<file path="config.mk">
export PLATFORM = sky130hd
export DESIGN_NAME = scan_code_to_char_translator_flat
export DESIGN_NICKNAME = d
export VERILOG_FILES = /design/src/design/sc2c_pkg.sv /design/src/design/sc2c_if.sv /design/src/design/scan_code_to_char_translator.sv /design/src/design/sc2c_flag_mem.sv /design/src/design/sc2c_decode.sv /design/src/flat_wrapper.sv
export SDC_FILE = /design/constraint.sdc
export NUM_CORES = 1
export LEC_CHECK = 0
export CORE_MARGIN = 2
export CORE_UTILIZATION = 50
export CTS_CLUSTER_DIAMETER = 40
export DETAILED_ROUTE_END_ITERATION = 8
export DONT_BUFFER_PORTS = 1
export GPL_ROUTABILITY_DRIVEN = 0
export PLACE_DENSITY = 0.7
export SYNTH_ARGS = -nofsm -noshare
export SYNTH_HDL_FRONTEND = slang
export SYNTH_HIERARCHICAL = 1
export SYNTH_SLANG_ARGS = --single-unit
</file>
<file path="constraint.sdc">
create_clock -name clk -period 5.9 [get_ports clk]
set_clock_uncertainty 0.15 [all_clocks]
set_input_delay 1.18 -clock clk [delete_from_list [all_inputs] [get_ports clk]]
set_output_delay 1.18 -clock clk [all_outputs]
set_load 0.05 [all_outputs]
</file>
<file path="src/design/sc2c_pkg.sv">
// ----------------------------------------------------------------------------
// sc2c_pkg
// Shared types, constants and translation tables of the scan code translator.
// ----------------------------------------------------------------------------
package sc2c_pkg;

	localparam int NUM_TERMINALS = 4;
	localparam int TERM_IDX_W    = (NUM_TERMINALS > 1) ? $clog2(NUM_TERMINALS) : 1;

	localparam logic [6:0] ACCENT_RESET = 7'd40;

	// configuration register indexes
	localparam logic CFG_ACCENT = 1'b0;
	localparam logic CFG_SCROLL = 1'b1;

	// key kinds
	localparam logic [1:0] KIND_PRIVATE   = 2'd0;
	localparam logic [1:0] KIND_PRINTABLE = 2'd1;
	localparam logic [1:0] KIND_SPECIAL   = 2'd2;

	// scan codes with a fixed meaning
	localparam logic [7:0] SC_CAPS     = 8'd58;
	localparam logic [7:0] SC_LSHIFT   = 8'd42;
	localparam logic [7:0] SC_RSHIFT   = 8'd54;
	localparam logic [7:0] SC_LSHIFT_R = 8'hAA;
	localparam logic [7:0] SC_RSHIFT_R = 8'hB6;
	localparam logic [7:0] SC_NUM      = 8'd69;
	localparam logic [7:0] SC_PREFIX   = 8'hE0;
	localparam logic [7:0] SC_CTRL     = 8'd29;
	localparam logic [7:0] SC_ALT      = 8'd56;
	localparam logic [7:0] SC_F1       = 8'd59;
	localparam logic [7:0] SC_F10      = 8'd68;
	localparam logic [7:0] SC_F11      = 8'd87;
	localparam logic [7:0] SC_F12      = 8'd88;
	localparam logic [7:0] SC_KP_FIRST = 8'd71;
	localparam logic [7:0] SC_KP_LAST  = 8'd83;
	localparam logic [7:0] SC_KP_MINUS = 8'd74;
	localparam logic [7:0] SC_KP_PLUS  = 8'd78;

	localparam logic [8:0] ESC_OFFSET = 9'h100;

	typedef struct packed {
		logic acc;
		logic esc;
		logic num;
		logic shift;
		logic caps;
	} flags_t;

	typedef struct packed {
		logic [1:0] key_kind;
		logic [8:0] key_code;
		logic [7:0] char_code;
		logic       led_write;
		logic [2:0] led_bits;
	} result_t;

	// fold the terminal field onto the terminals present
	function automatic logic [TERM_IDX_W-1:0] term_index(input logic [1:0] t);
		logic [2:0] v;
		v = {1'b0, t};
		if (NUM_TERMINALS == 1) begin
			v = 3'd0;
		end else if (NUM_TERMINALS < 4) begin
			if (v >= 3'(NUM_TERMINALS))
				v = v - 3'(NUM_TERMINALS);
		end
		return TERM_IDX_W'(v);
	endfunction

	function automatic logic [7:0] plain_char(input logic [6:0] s);
		logic [7:0] c;
		case (s)
			7'd1:  c = 8'd27;
			7'd2:  c = "1";
			7'd3:  c = "2";
			7'd4:  c = "3";
			7'd5:  c = "4";
			7'd6:  c = "5";
			7'd7:  c = "6";
			7'd8:  c = "7";
			7'd9:  c = "8";
			7'd10: c = "9";
			7'd11: c = "0";
			7'd12: c = "-";
			7'd13: c = "=";
			7'd14: c = 8'd8;
			7'd15: c = 8'd9;
			7'd16: c = "q";
			7'd17: c = "w";
			7'd18: c = "e";
			7'd19: c = "r";
			7'd20: c = "t";
			7'd21: c = "y";
			7'd22: c = "u";
			7'd23: c = "i";
			7'd24: c = "o";
			7'd25: c = "p";
			7'd26: c = "[";
			7'd27: c = "]";
			7'd28: c = 8'd10;
			7'd30: c = "a";
			7'd31: c = "s";
			7'd32: c = "d";
			7'd33: c = "f";
			7'd34: c = "g";
			7'd35: c = "h";
			7'd36: c = "j";
			7'd37: c = "k";
			7'd38: c = "l";
			7'd39: c = 8'd164;
			7'd40: c = "'";
			7'd43: c = "\\";
			7'd44: c = "z";
			7'd45: c = "x";
			7'd46: c = "c";
			7'd47: c = "v";
			7'd48: c = "b";
			7'd49: c = "n";
			7'd50: c = "m";
			7'd51: c = ",";
			7'd52: c = ".";
			7'd53: c = "/";
			7'd55: c = "*";
			7'd57: c = " ";
			7'd70: c = 8'd70;
			7'd71: c = 8'd71;
			7'd72: c = 8'd72;
			7'd73: c = 8'd73;
			7'd74: c = "-";
			7'd75: c = 8'd75;
			7'd76: c = 8'd76;
			7'd77: c = 8'd77;
			7'd78: c = "+";
			7'd79: c = 8'd79;
			7'd80: c = 8'd80;
			7'd81: c = 8'd81;
			7'd82: c = 8'd82;
			7'd83: c = 8'd83;
			7'd86: c = "<";
			default: c = 8'd0;
		endcase
		return c;
	endfunction

	function automatic logic [7:0] shift_char(input logic [6:0] s);
		logic [7:0] c;
		case (s)
			7'd2:  c = "!";
			7'd3:  c = "@";
			7'd4:  c = "#";
			7'd5:  c = "$";
			7'd6:  c = "%";
			7'd7:  c = "^";
			7'd8:  c = "&";
			7'd9:  c = "*";
			7'd10: c = "(";
			7'd11: c = ")";
			7'd12: c = "_";
			7'd13: c = "+";
			7'd16: c = "Q";
			7'd17: c = "W";
			7'd18: c = "E";
			7'd19: c = "R";
			7'd20: c = "T";
			7'd21: c = "Y";
			7'd22: c = "U";
			7'd23: c = "I";
			7'd24: c = "O";
			7'd25: c = "P";
			7'd26: c = "{";
			7'd27: c = "}";
			7'd30: c = "A";
			7'd31: c = "S";
			7'd32: c = "D";
			7'd33: c = "F";
			7'd34: c = "G";
			7'd35: c = "H";
			7'd36: c = "J";
			7'd37: c = "K";
			7'd38: c = "L";
			7'd39: c = 8'd165;
			7'd43: c = "|";
			7'd44: c = "Z";
			7'd45: c = "X";
			7'd46: c = "C";
			7'd47: c = "V";
			7'd48: c = "B";
			7'd49: c = "N";
			7'd50: c = "M";
			7'd51: c = "<";
			7'd52: c = ">";
			7'd53: c = "?";
			7'd86: c = ">";
			default: c = plain_char(s);
		endcase
		return c;
	endfunction

	function automatic logic is_upper(input logic [7:0] c);
		return ((c >= "A") && (c <= "Z")) || (c == 8'd165);
	endfunction

	function automatic logic [7:0] keypad_char(input logic [7:0] c);
		logic [7:0] r;
		case (c)
			8'd71:   r = "7";
			8'd72:   r = "8";
			8'd73:   r = "9";
			8'd75:   r = "4";
			8'd76:   r = "5";
			8'd77:   r = "6";
			8'd79:   r = "1";
			8'd80:   r = "2";
			8'd81:   r = "3";
			8'd82:   r = "0";
			8'd83:   r = ".";
			default: r = c;
		endcase
		return r;
	endfunction

	function automatic logic [7:0] add_accent(input logic [7:0] c);
		logic [7:0] r;
		case (c)
			"a":     r = 8'd160;
			"e":     r = 8'd130;
			"i":     r = 8'd161;
			"o":     r = 8'd162;
			"u":     r = 8'd163;
			default: r = c;
		endcase
		return r;
	endfunction

endpackage

</file>
<file path="src/design/sc2c_if.sv">
// ----------------------------------------------------------------------------
// sc2c_in_if / sc2c_out_if
// Valid/ready channels for scan bytes in and translated results out.
// ----------------------------------------------------------------------------
interface sc2c_in_if;
	logic       valid;
	logic       ready;
	logic [1:0] terminal;
	logic [7:0] scan_byte;

	modport source (output valid, output terminal, output scan_byte, input ready);
	modport sink   (input valid, input terminal, input scan_byte, output ready);
endinterface

interface sc2c_out_if;
	logic       valid;
	logic       ready;
	logic [1:0] key_kind;
	logic [8:0] key_code;
	logic [7:0] char_code;
	logic       led_write;
	logic [2:0] led_bits;

	modport source (output valid, output key_kind, output key_code, output char_code,
		output led_write, output led_bits, input ready);
	modport sink   (input valid, input key_kind, input key_code, input char_code,
		input led_write, input led_bits, output ready);
endinterface

</file>
<file path="src/design/scan_code_to_char_translator.sv">
// ----------------------------------------------------------------------------
// scan_code_to_char_translator
// Set-1 scan byte to character translator with per-terminal lock flags.
// ----------------------------------------------------------------------------
// An accepted item is registered into stage 1, where its flags are read, and
// its result into the output register; stage 1 holds while the output stalls.
// Throughput: one item per cycle unless the output stalls, set by the flag
// memory read-modify-write, forwarding when consecutive items hit one terminal.
// Reset: flags of all terminals read as cleared at once through entry valid
// bits; last result clears to private kind and zero character.
module scan_code_to_char_translator (
	input  logic              clk,
	input  logic              arst_n,
	sc2c_in_if.sink           in_ch,
	sc2c_out_if.source        out_ch,
	input  logic              cfg_we,
	input  logic              cfg_index,
	input  logic [6:0]        cfg_data
);

	logic                            in_fire;
	logic                            s1_fire;
	logic                            s1_valid_q;
	logic [sc2c_pkg::TERM_IDX_W-1:0] in_term;
	logic [sc2c_pkg::TERM_IDX_W-1:0] term_s1;
	logic [7:0]                      scan_s1;
	logic                            hit_s1;
	sc2c_pkg::flags_t                fwd_s1;
	sc2c_pkg::flags_t                mem_flags;
	sc2c_pkg::flags_t                cur_flags;
	sc2c_pkg::flags_t                new_flags;
	sc2c_pkg::result_t               res;
	sc2c_pkg::result_t               res_q;
	logic                            out_valid_q;
	logic [1:0]                      last_kind_q;
	logic [7:0]                      last_char_q;
	logic [6:0]                      accent_q;
	logic                            scroll_q;

	assign in_term  = sc2c_pkg::term_index(in_ch.terminal);
	assign s1_fire  = s1_valid_q && (!out_valid_q || out_ch.ready);
	assign in_ch.ready = !s1_valid_q || s1_fire;
	assign in_fire  = in_ch.valid && in_ch.ready;

	sc2c_flag_mem u_mem (
		.clk     (clk),
		.arst_n  (arst_n),
		.rd_en   (in_fire),
		.rd_addr (in_term),
		.rd_data (mem_flags),
		.wr_en   (s1_fire),
		.wr_addr (term_s1),
		.wr_data (new_flags)
	);

	// take the flags written as this item was accepted when it read that same entry
	assign cur_flags = hit_s1 ? fwd_s1 : mem_flags;

	sc2c_decode u_dec (
		.scan      (scan_s1),
		.flags     (cur_flags),
		.accent    (accent_q),
		.scroll    (scroll_q),
		.last_kind (last_kind_q),
		.last_char (last_char_q),
		.flags_nxt (new_flags),
		.res       (res)
	);

	always_ff @(posedge clk) begin
		if (in_fire) begin
			term_s1 <= in_term;
			scan_s1 <= in_ch.scan_byte;
			fwd_s1  <= new_flags;
		end
		if (s1_fire)
			res_q <= res;
	end

	always_ff @(posedge clk or negedge arst_n) begin
		if (!arst_n) begin
			s1_valid_q  <= 1'b0;
			hit_s1      <= 1'b0;
			out_valid_q <= 1'b0;
			last_kind_q <= sc2c_pkg::KIND_PRIVATE;
			last_char_q <= 8'd0;
			accent_q    <= sc2c_pkg::ACCENT_RESET;
			scroll_q    <= 1'b0;
		end else begin
			if (in_fire) begin
				s1_valid_q <= 1'b1;
				hit_s1     <= s1_fire && (term_s1 == in_term);
			end else if (s1_fire) begin
				s1_valid_q <= 1'b0;
			end
			if (s1_fire) begin
				out_valid_q <= 1'b1;
				last_kind_q <= res.key_kind;
				last_char_q <= res.char_code;
			end else if (out_ch.ready) begin
				out_valid_q <= 1'b0;
			end
			if (cfg_we) begin
				case (cfg_index)
					sc2c_pkg::CFG_ACCENT: accent_q <= cfg_data;
					sc2c_pkg::CFG_SCROLL: scroll_q <= cfg_data[0];
					default: ;
				endcase
			end
		end
	end

	assign out_ch.valid     = out_valid_q;
	assign out_ch.key_kind  = res_q.key_kind;
	assign out_ch.key_code  = res_q.key_code;
	assign out_ch.char_code = res_q.char_code;
	assign out_ch.led_write = res_q.led_write;
	assign out_ch.led_bits  = res_q.led_bits;

	a_fire_fills_out: assert property (@(posedge clk) disable iff (!arst_n)
		s1_fire |=> out_valid_q)
		else $error("processed item did not reach the output register");

	a_no_accept_on_stall: assert property (@(posedge clk) disable iff (!arst_n)
		(s1_valid_q && !s1_fire) |-> !in_fire)
		else $error("item accepted while stage 1 is stalled");

	a_led_is_private: assert property (@(posedge clk) disable iff (!arst_n)
		(out_valid_q && res_q.led_write) |-> (res_q.key_kind == sc2c_pkg::KIND_PRIVATE))
		else $error("LED update on a non-private result");

	a_escaped_special: assert property (@(posedge clk) disable iff (!arst_n)
		(out_valid_q && res_q.key_code[8]) |-> (res_q.key_kind == sc2c_pkg::KIND_SPECIAL))
		else $error("escaped key code without special kind");

endmodule

</file>
<file path="src/design/sc2c_flag_mem.sv">
// ----------------------------------------------------------------------------
// sc2c_flag_mem
// Per-terminal flag memory, one write and one registered read per cycle.
// Entry valid bits make every entry read as cleared flags after reset.
// ----------------------------------------------------------------------------
module sc2c_flag_mem (
	input  logic                            clk,
	input  logic                            arst_n,
	input  logic                            rd_en,
	input  logic [sc2c_pkg::TERM_IDX_W-1:0] rd_addr,
	output sc2c_pkg::flags_t                rd_data,
	input  logic                            wr_en,
	input  logic [sc2c_pkg::TERM_IDX_W-1:0] wr_addr,
	input  sc2c_pkg::flags_t                wr_data
);

	sc2c_pkg::flags_t                         mem [sc2c_pkg::NUM_TERMINALS];
	sc2c_pkg::flags_t                         rd_q;
	logic                                     rd_vld_q;
	logic [sc2c_pkg::NUM_TERMINALS-1:0]       vld_q;

	always_ff @(posedge clk) begin
		if (wr_en)
			mem[wr_addr] <= wr_data;
		if (rd_en)
			rd_q <= mem[rd_addr];
	end

	always_ff @(posedge clk or negedge arst_n) begin
		if (!arst_n) begin
			vld_q    <= '0;
			rd_vld_q <= 1'b0;
		end else begin
			if (wr_en)
				vld_q[wr_addr] <= 1'b1;
			if (rd_en)
				rd_vld_q <= vld_q[rd_addr];
		end
	end

	assign rd_data = rd_vld_q ? rd_q : '0;

endmodule

</file>
<file path="src/design/sc2c_decode.sv">
// ----------------------------------------------------------------------------
// sc2c_decode
// Translates one scan byte against the terminal flags and the last result,
// giving the new flags and the result item.
// ----------------------------------------------------------------------------
module sc2c_decode (
	input  logic [7:0]        scan,
	input  sc2c_pkg::flags_t  flags,
	input  logic [6:0]        accent,
	input  logic              scroll,
	input  logic [1:0]        last_kind,
	input  logic [7:0]        last_char,
	output sc2c_pkg::flags_t  flags_nxt,
	output sc2c_pkg::result_t res
);

	logic [7:0] pc;
	logic [7:0] sc;
	logic [7:0] c;
	logic [1:0] kind;
	logic [7:0] chr;
	logic [8:0] key;
	logic       ledw;
	logic       kp_rule;
	logic       is_kp;
	sc2c_pkg::flags_t f;

	assign pc    = sc2c_pkg::plain_char(scan[6:0]);
	assign sc    = sc2c_pkg::shift_char(scan[6:0]);
	assign is_kp = (scan >= sc2c_pkg::SC_KP_FIRST) && (scan <= sc2c_pkg::SC_KP_LAST)
		&& (scan != sc2c_pkg::SC_KP_MINUS) && (scan != sc2c_pkg::SC_KP_PLUS);

	always_comb begin
		f       = flags;
		kind    = last_kind;
		chr     = last_char;
		key     = {1'b0, scan};
		ledw    = 1'b0;
		kp_rule = 1'b1;
		c       = pc;
		if (scan == sc2c_pkg::SC_CAPS) begin
			kind   = sc2c_pkg::KIND_PRIVATE;
			f.caps = ~f.caps;
			ledw   = 1'b1;
		end else if (scan == sc2c_pkg::SC_LSHIFT || scan == sc2c_pkg::SC_RSHIFT
			|| scan == sc2c_pkg::SC_LSHIFT_R || scan == sc2c_pkg::SC_RSHIFT_R) begin
			kind    = sc2c_pkg::KIND_PRIVATE;
			f.shift = ~f.shift;
		end else if (scan == sc2c_pkg::SC_NUM) begin
			kind  = sc2c_pkg::KIND_PRIVATE;
			f.num = ~f.num;
			ledw  = 1'b1;
		end else if (scan == sc2c_pkg::SC_PREFIX) begin
			kind  = sc2c_pkg::KIND_PRIVATE;
			f.esc = 1'b1;
		end else if (scan == sc2c_pkg::SC_CTRL || scan == sc2c_pkg::SC_ALT) begin
			kind = sc2c_pkg::KIND_PRIVATE;
		end else if ((scan >= sc2c_pkg::SC_F1 && scan <= sc2c_pkg::SC_F10)
			|| scan == sc2c_pkg::SC_F11 || scan == sc2c_pkg::SC_F12) begin
			kind = sc2c_pkg::KIND_SPECIAL;
		end else if (scan == {1'b0, accent}) begin
			f.acc = 1'b1;
		end else if (scan[7]) begin
			kind = sc2c_pkg::KIND_PRIVATE;
		end else if (f.esc) begin
			kind    = sc2c_pkg::KIND_SPECIAL;
			key     = {1'b0, scan} + sc2c_pkg::ESC_OFFSET;
			f.esc   = 1'b0;
			kp_rule = 1'b0;
		end else begin
			kind = sc2c_pkg::KIND_PRINTABLE;
			// caps flips case of letters only, shift or not
			if (f.shift)
				c = (sc2c_pkg::is_upper(sc) && f.caps) ? pc : sc;
			else if (!f.caps)
				c = pc;
			else
				c = sc2c_pkg::is_upper(sc) ? sc : pc;
			if (f.acc) begin
				c     = sc2c_pkg::add_accent(c);
				f.acc = 1'b0;
			end
			chr = c;
		end

		if (kp_rule && is_kp) begin
			if (f.num) begin
				kind = sc2c_pkg::KIND_PRINTABLE;
				chr  = sc2c_pkg::keypad_char(chr);
			end else begin
				kind = sc2c_pkg::KIND_PRIVATE;
				chr  = 8'd0;
			end
		end
	end

	assign flags_nxt     = f;
	assign res.key_kind  = kind;
	assign res.key_code  = key;
	assign res.char_code = chr;
	assign res.led_write = ledw;
	assign res.led_bits  = {f.caps, f.num, scroll};

endmodule

</file>
<file path="src/flat_wrapper.sv">
// flat-port wrapper written by rule: the top's interface ports become plain ports
module scan_code_to_char_translator_flat 
  (clk, arst_n, cfg_we, cfg_index, cfg_data, in_ch_valid, in_ch_terminal, in_ch_scan_byte, in_ch_ready, out_ch_valid, out_ch_key_kind, out_ch_key_code, out_ch_char_code, out_ch_led_write, out_ch_led_bits, out_ch_ready);
  sc2c_in_if in_ch_i ();
  sc2c_out_if out_ch_i ();
  input  logic clk;
  input  logic arst_n;
  input  logic cfg_we;
  input  logic cfg_index;
  input  logic [6:0] cfg_data;
  input wire logic [$bits(in_ch_i.valid)-1:0] in_ch_valid;
  input wire logic [$bits(in_ch_i.terminal)-1:0] in_ch_terminal;
  input wire logic [$bits(in_ch_i.scan_byte)-1:0] in_ch_scan_byte;
  output wire logic [$bits(in_ch_i.ready)-1:0] in_ch_ready;
  output wire logic [$bits(out_ch_i.valid)-1:0] out_ch_valid;
  output wire logic [$bits(out_ch_i.key_kind)-1:0] out_ch_key_kind;
  output wire logic [$bits(out_ch_i.key_code)-1:0] out_ch_key_code;
  output wire logic [$bits(out_ch_i.char_code)-1:0] out_ch_char_code;
  output wire logic [$bits(out_ch_i.led_write)-1:0] out_ch_led_write;
  output wire logic [$bits(out_ch_i.led_bits)-1:0] out_ch_led_bits;
  input wire logic [$bits(out_ch_i.ready)-1:0] out_ch_ready;
  assign in_ch_i.valid = in_ch_valid;
  assign in_ch_i.terminal = in_ch_terminal;
  assign in_ch_i.scan_byte = in_ch_scan_byte;
  assign in_ch_ready = in_ch_i.ready;
  assign out_ch_valid = out_ch_i.valid;
  assign out_ch_key_kind = out_ch_i.key_kind;
  assign out_ch_key_code = out_ch_i.key_code;
  assign out_ch_char_code = out_ch_i.char_code;
  assign out_ch_led_write = out_ch_i.led_write;
  assign out_ch_led_bits = out_ch_i.led_bits;
  assign out_ch_i.ready = out_ch_ready;
  scan_code_to_char_translator u_core (.clk(clk), .arst_n(arst_n), .in_ch(in_ch_i), .out_ch(out_ch_i), .cfg_we(cfg_we), .cfg_index(cfg_index), .cfg_data(cfg_data));
endmodule
</file>
## Yosys cells after proc, flatten, opt, wreduce, memory -nomap -nowiden

Memories as Yosys holds them, arrays and structs flattened. A register that Yosys moved wholly into a read port is not among the register bits.
Cells that the tools add are included.

- Bits in registers: 64
- Bits in writable memories: 20
- Memory bits (read-only): 2048
- Input port bits: 23
- Output and inout bits: 25
- Word-level logic and storage cells: 234
- Memories kept: 3

Memory list:

| name | depth | bits a word | rd ports | clocked after memory_dff | write ports | line | source |
|---|---|---|---|---|---|---|---|
| (name not given) | 128 | 8 | 1 | 1 | 0 | sc2c_pkg.sv:73 | `case (s)` |
| (name not given) | 128 | 8 | 1 | 1 | 0 | sc2c_pkg.sv:73 |  |
| u_core.u_mem.mem | 4 | 5 | 1 | 1 | 1 | sc2c_flag_mem.sv:17 | `sc2c_pkg::flags_t mem [sc2c_pkg::NUM_TERMINALS];` |

- Add/sub/neg operators: 1
- Magnitude comparators: 9
- Eq/ne operators: 78
- Muxes and demuxes: 87
- Bitwise operators: 6
- Reductions and logical operators: 28

Operators by type and width:

| cell | number |
|---|---|
| 8-bit case mux with 45 select lines | 1 |
| 8-bit two-way mux | 34 |
| 8-bit by 7-bit equality test with 1-bit output (second input constant) | 19 |
| 7-bit by 6-bit equality test with 1-bit output (second input constant) | 19 |
| 7-bit by 5-bit equality test with 1-bit output (second input constant) | 14 |
| 8-bit case mux with 11 select lines | 1 |
| 7-bit by 4-bit equality test with 1-bit output (second input constant) | 6 |
| 8-bit case mux with 5 select lines | 1 |
| 8-bit by 6-bit equality test with 1-bit output (second input constant) | 4 |
| 8-bit equality test (second input constant) | 4 |
| 7-bit by 3-bit equality test with 1-bit output (second input constant) | 4 |
| 1-bit two-way mux | 28 |
| 2-bit two-way mux | 14 |
| 8-bit by 7-bit <= comparator with 1-bit output (second input constant) | 3 |
| 8-bit by 7-bit greater-or-equal comparator with 1-bit output (second input constant) | 2 |
| 8-bit by 7-bit != test with 1-bit output (second input constant) | 2 |
| 7-bit by 2-bit equality test with 1-bit output (second input constant) | 2 |
| 7-bit two-way mux | 2 |
| 1-bit logical AND | 11 |
| 5-bit two-way mux | 2 |
| 8-bit by 9-bit adder with 9-bit output (second input constant) | 1 |
| 1-bit logical OR | 9 |
| 9-bit OR reduction | 1 |
| 8-bit by 5-bit equality test with 1-bit output (second input constant) | 1 |
| 16 further kinds | 24 |

## Longest topological paths before layout

- Depth in word-level cells: 34
- Gate-level depth with buffers: 21
- Mapped depth without buffers: 17

## Hierarchy

Netlist, hierarchy kept.

Modules (own cells, without submodules):

| module | times used | cells an instance | area an instance (um^2) | seq. area each (um^2) |
|---|---|---|---|---|
| sc2c_decode | 1 | 495 | 3562.2 | 0.0 |
| scan_code_to_char_translator | 1 | 96 | 2072.0 | 1669.1 |
| sc2c_flag_mem | 1 | 56 | 1132.3 | 875.8 |

## Worst setup path after synthesis

OpenSTA, ideal clock, no wires.

- Kind: reg-to-reg
- Start: reg u_core.scan_s1[0]
- End: reg u_core.last_char_q[3]
- Setup time: 0.125 ns
- Arrival: 5.112 ns
- Data required time: 5.625 ns
- Slack: 0.513 ns
- Cell stages (with the launch flop): 20
- Buffers on the path: 2
- Period minus slack after synthesis: 5.387 ns
- Cells stage by stage: edfxtp_1 > clkbuf_1 > inv_1 > ha_1 > mux4_2 > nand2_1 > o211a_4 > nand4_2 > nor2_2 > mux2_2 > or4b_4 > a31o_4 > or2_1 > buf_6 > a311o_1 > a21oi_2 > or4b_1 > a21oi_1 > o21ai_1 > mux2_4

RTL lines:

| what | line | source |
|---|---|---|
| start, declared | scan_code_to_char_translator.sv:26 | `logic [7:0] scan_s1;` |
| start signal, assigned | scan_code_to_char_translator.sv:73 | `scan_s1 <= in_ch.scan_byte;` |
| end signal, assigned | scan_code_to_char_translator.sv:99 | `last_char_q <= res.char_code;` |
| end, declared | scan_code_to_char_translator.sv:36 | `logic [7:0] last_char_q;` |

==> reports/qor.yml <==
final_nets: 670
tns_ps: 0
dieWidth_um: 120.3
synth_edf_count: 63
detail_route.first_pass.iterations: 6
numPortBuffers: 0
grtUsageTotal_pct: 24.82
period_share_pct: 96.02
peakVddDrop_mv: 0.2612
initial_core_util_pct: 51.10
required_ps: 5980
rows: 42
setup_viol: 0
hold_start: "u_core/scroll_q"
synthAdderAreaFrac_pct: 2.404
worstHoldPathType: "register to register"
totalWireLength_um: 17670
final_common_cell: "edfxtp_1"
cts_root_buffer: "clkbuf_16"
cp_slowest_cell: "or4b_4"
viasPerCell: 6.760
synth.top_cell.area_share_pct: 27.96
grt_pass1_wl_um: 28190
yosysSeqAreaShare_pct: 37.61
cts_hold_buf: 0
die_h_um: 120.3
final_antenna_net_count: 0
netlist_instances: 647
status: "complete, no violations"
cts_tree: "yes"
synth-simple-area-share_pct: 21.30
synth_area_mm2: 0.006766
synth_top_family_by_area: "simple AND/OR/NAND/NOR gates"
reg2reg_from: "u_core/scan_s1[0]"
max_freq_mhz: 176.5
startpoint: "u_core/scan_s1[0]"
drc: 0
cp.arrival_ps: 5750
final_cell_mix: "63 x edfxtp_1, 41 x nand2_1, 38 x nor2_1, 29 x buf_4, 25 x a21oi_1"
cpLargestDelayFamily: "simple AND/OR/NAND/NOR gates"
cts.clk_slew.worst_paths_ps: 70
num_vias: 5509
critPathCaptureType: "register"
io-pin-count: 48
crit_chain: "inv_1, ha_1, mux4_2, nand2_1, o211a_4, nand4_2, nor2_4, mux2_2, or4b_4, a31o_4, or2_4, a311o_1, a21oi_2, or4b_1, a21oi_1, o21ai_1, mux2_4"
tightestPinTransition_ps: 1049
core_area_mm2: 0.01324
grt_pass1_vias: 5153
antenna_found_initial: 0
netlist_top_cells_area: "edfxtp_1 28%, dfrtp_1 8.9%, mux2_2 2.8%"
drive_gt1_share_pct: 23.63
critical_path_class: "register to register"
start_kind: "register"
relSlewSlack_pct: 30.07
yosysWarnings: 6
synth_compound_area_share_pct: 19.84
hold_viol_final: 0
placedInstanceArea_mm2: 0.006823
power_density_mw_per_mm2: 304.7
ys.flop_type: "edfxtp_1"
hold_slack_ps: 289.9
stdcell_area_mm2: 0.007193
critPathBufInv: 1
cts.sinks: 89
critPathMaxStageDelay_ps: 520
drv_cap: 0
cp_max_fo: 12
grt_start_max_net_pins: 43
yosysTopAreaCell: "edfxtp_1"
fin_crit_ps: 5665
clk_latency_ps: 340
overflow: 0
first_iter_violations: 771
cts_buffer_depth: 2
p_leak_nw: 2.624
die_area_mm2: 0.01448
cts_buffers: 9
dp_hpwl_um: 12590
antenna_cells: 0
avgRoutedWirePerCell_um: 21.68
syn_avg_cell_area_um2: 10.46
synthArstFlopShare_pct: 29.21
synth_cell_type_count: 112
synth_mux_area_share_pct: 9.689
area_delta_synth_final_pct: 6.305
maxSlewViolCount: 0
synth-xor-area-share_pct: 1.683
syn_nets: 683
htreeDepth: 3
synth.ff_latch_count: 89
rsz0062_at_grt: "no"
power_w: 0.002192
==> state kept, by name (all words and copies together) (netlist names), 2 cells and up <==
register                 flops
u_core/accent_q              7
u_core/fwd_s1                5
u_core/last_char_q           8
u_core/last_kind_q           2
u_core/out_ch.char_code      8
u_core/out_ch.key_code       9
u_core/out_ch.key_kind       2
u_core/out_ch.led_bits       3
u_core/scan_s1               8
u_core/term_s1               2
u_core/u_mem/mem            20
u_core/u_mem/rd_q            5
u_core/u_mem/vld_q           4
==> worst paths after layout <==
path / endpoint / slack [ps] / cells after the start
max reg2reg: u_core/last_char_q[3] / 230 / 17
max: u_core/last_char_q[3] / 230 / 17
min reg2reg: u_core/out_ch.led_bits[0] / 290 / 0
min in group asynchronous: u_core/last_char_q[1] / 380 / 0
min: u_core/out_ch.led_bits[0] / 290 / 0
max in group asynchronous: u_core/accent_q[3] / 5040 / 0
==> stage by stage <==
step / instances / util [%] / setup slack (ps)
after detailed placement: 799 / 51.52 / -138.0
after CTS: 815 / 54.00 / 170.5
after global routing: 815 / 54.32 / 14.28
final: 815 / 54.32 / 234.8
after global placement: 799 / 51.52 / 154.7
after floorplan: 647 / - / 512.6
==> cell usage after synthesis (11+ instances only) <==
cell and count:
inv_1 15, a21oi_1 25, ha_1 13, nand2_1 41, buf_2 11, nor2_1 38, mux2_2 17, mux2i_1 12
dfrtp_1 24, edfxtp_1 63, buf_6 11, clkbuf_1 12, buf_4 16, and2_1 12, o21ai_0 24, nor4_1 11
o211ai_1 15, nor2b_1 11, nor3_1 21
==> cell families after synthesis <==
family | after synthesis
buffers and inverters | 73
AND/OR/NAND/NOR | 240
AO/OA/AOI/OAI | 171
adder cells (fa/ha/maj) | 13
XOR/XNOR | 13
flip-flops | 89
multiplexers | 48
==> layer usage <==
layer,vias to the layer above,GRT usage [%],part of all wire (%)
met5,-,0,0
met4,0,9.666,3.1
met3,51,5.708,9.5
met2,340,38.92,46
met1,2661,33.55,41
li1,2457,-,-
==> power breakdown <==
| group | switching (W) | internal, W | leakage (nW) |
|---|---|---|---|
| registers | 0.000135 | 0.000780 | 0.903 |
| clock network | 0.000234 | 0.000373 | 0.152 |
| logic | 0.000387 | 0.000283 | 1.57 |
| total | 0.000756 | 0.00144 | 2.62 |
==> final cells by class <==
cell class	instances	area (µm²)
fillers	1168	6050
well taps	176	220.2
clock buffers	10	229.0
repair buffers	32	277.8
clock inverters	6	91.34
multi-input cells	485	3766
flip-flops and latches	89	2545
inverters	17	63.81
==> timing repair <==
| action | in CTS | in global routing |
|---|---|---|
| endpoints found under the hold margin | 0 | 0 |
| buffers inserted | 0 | 0 |
| gates resized for setup | 1 | 7 |
| pin swaps | 0 | 1 |
| endpoints found under the setup margin | 10 | 14 |
| gates cloned | 0 | 0 |
Note: power is estimated with default switching activity, not from simulation.
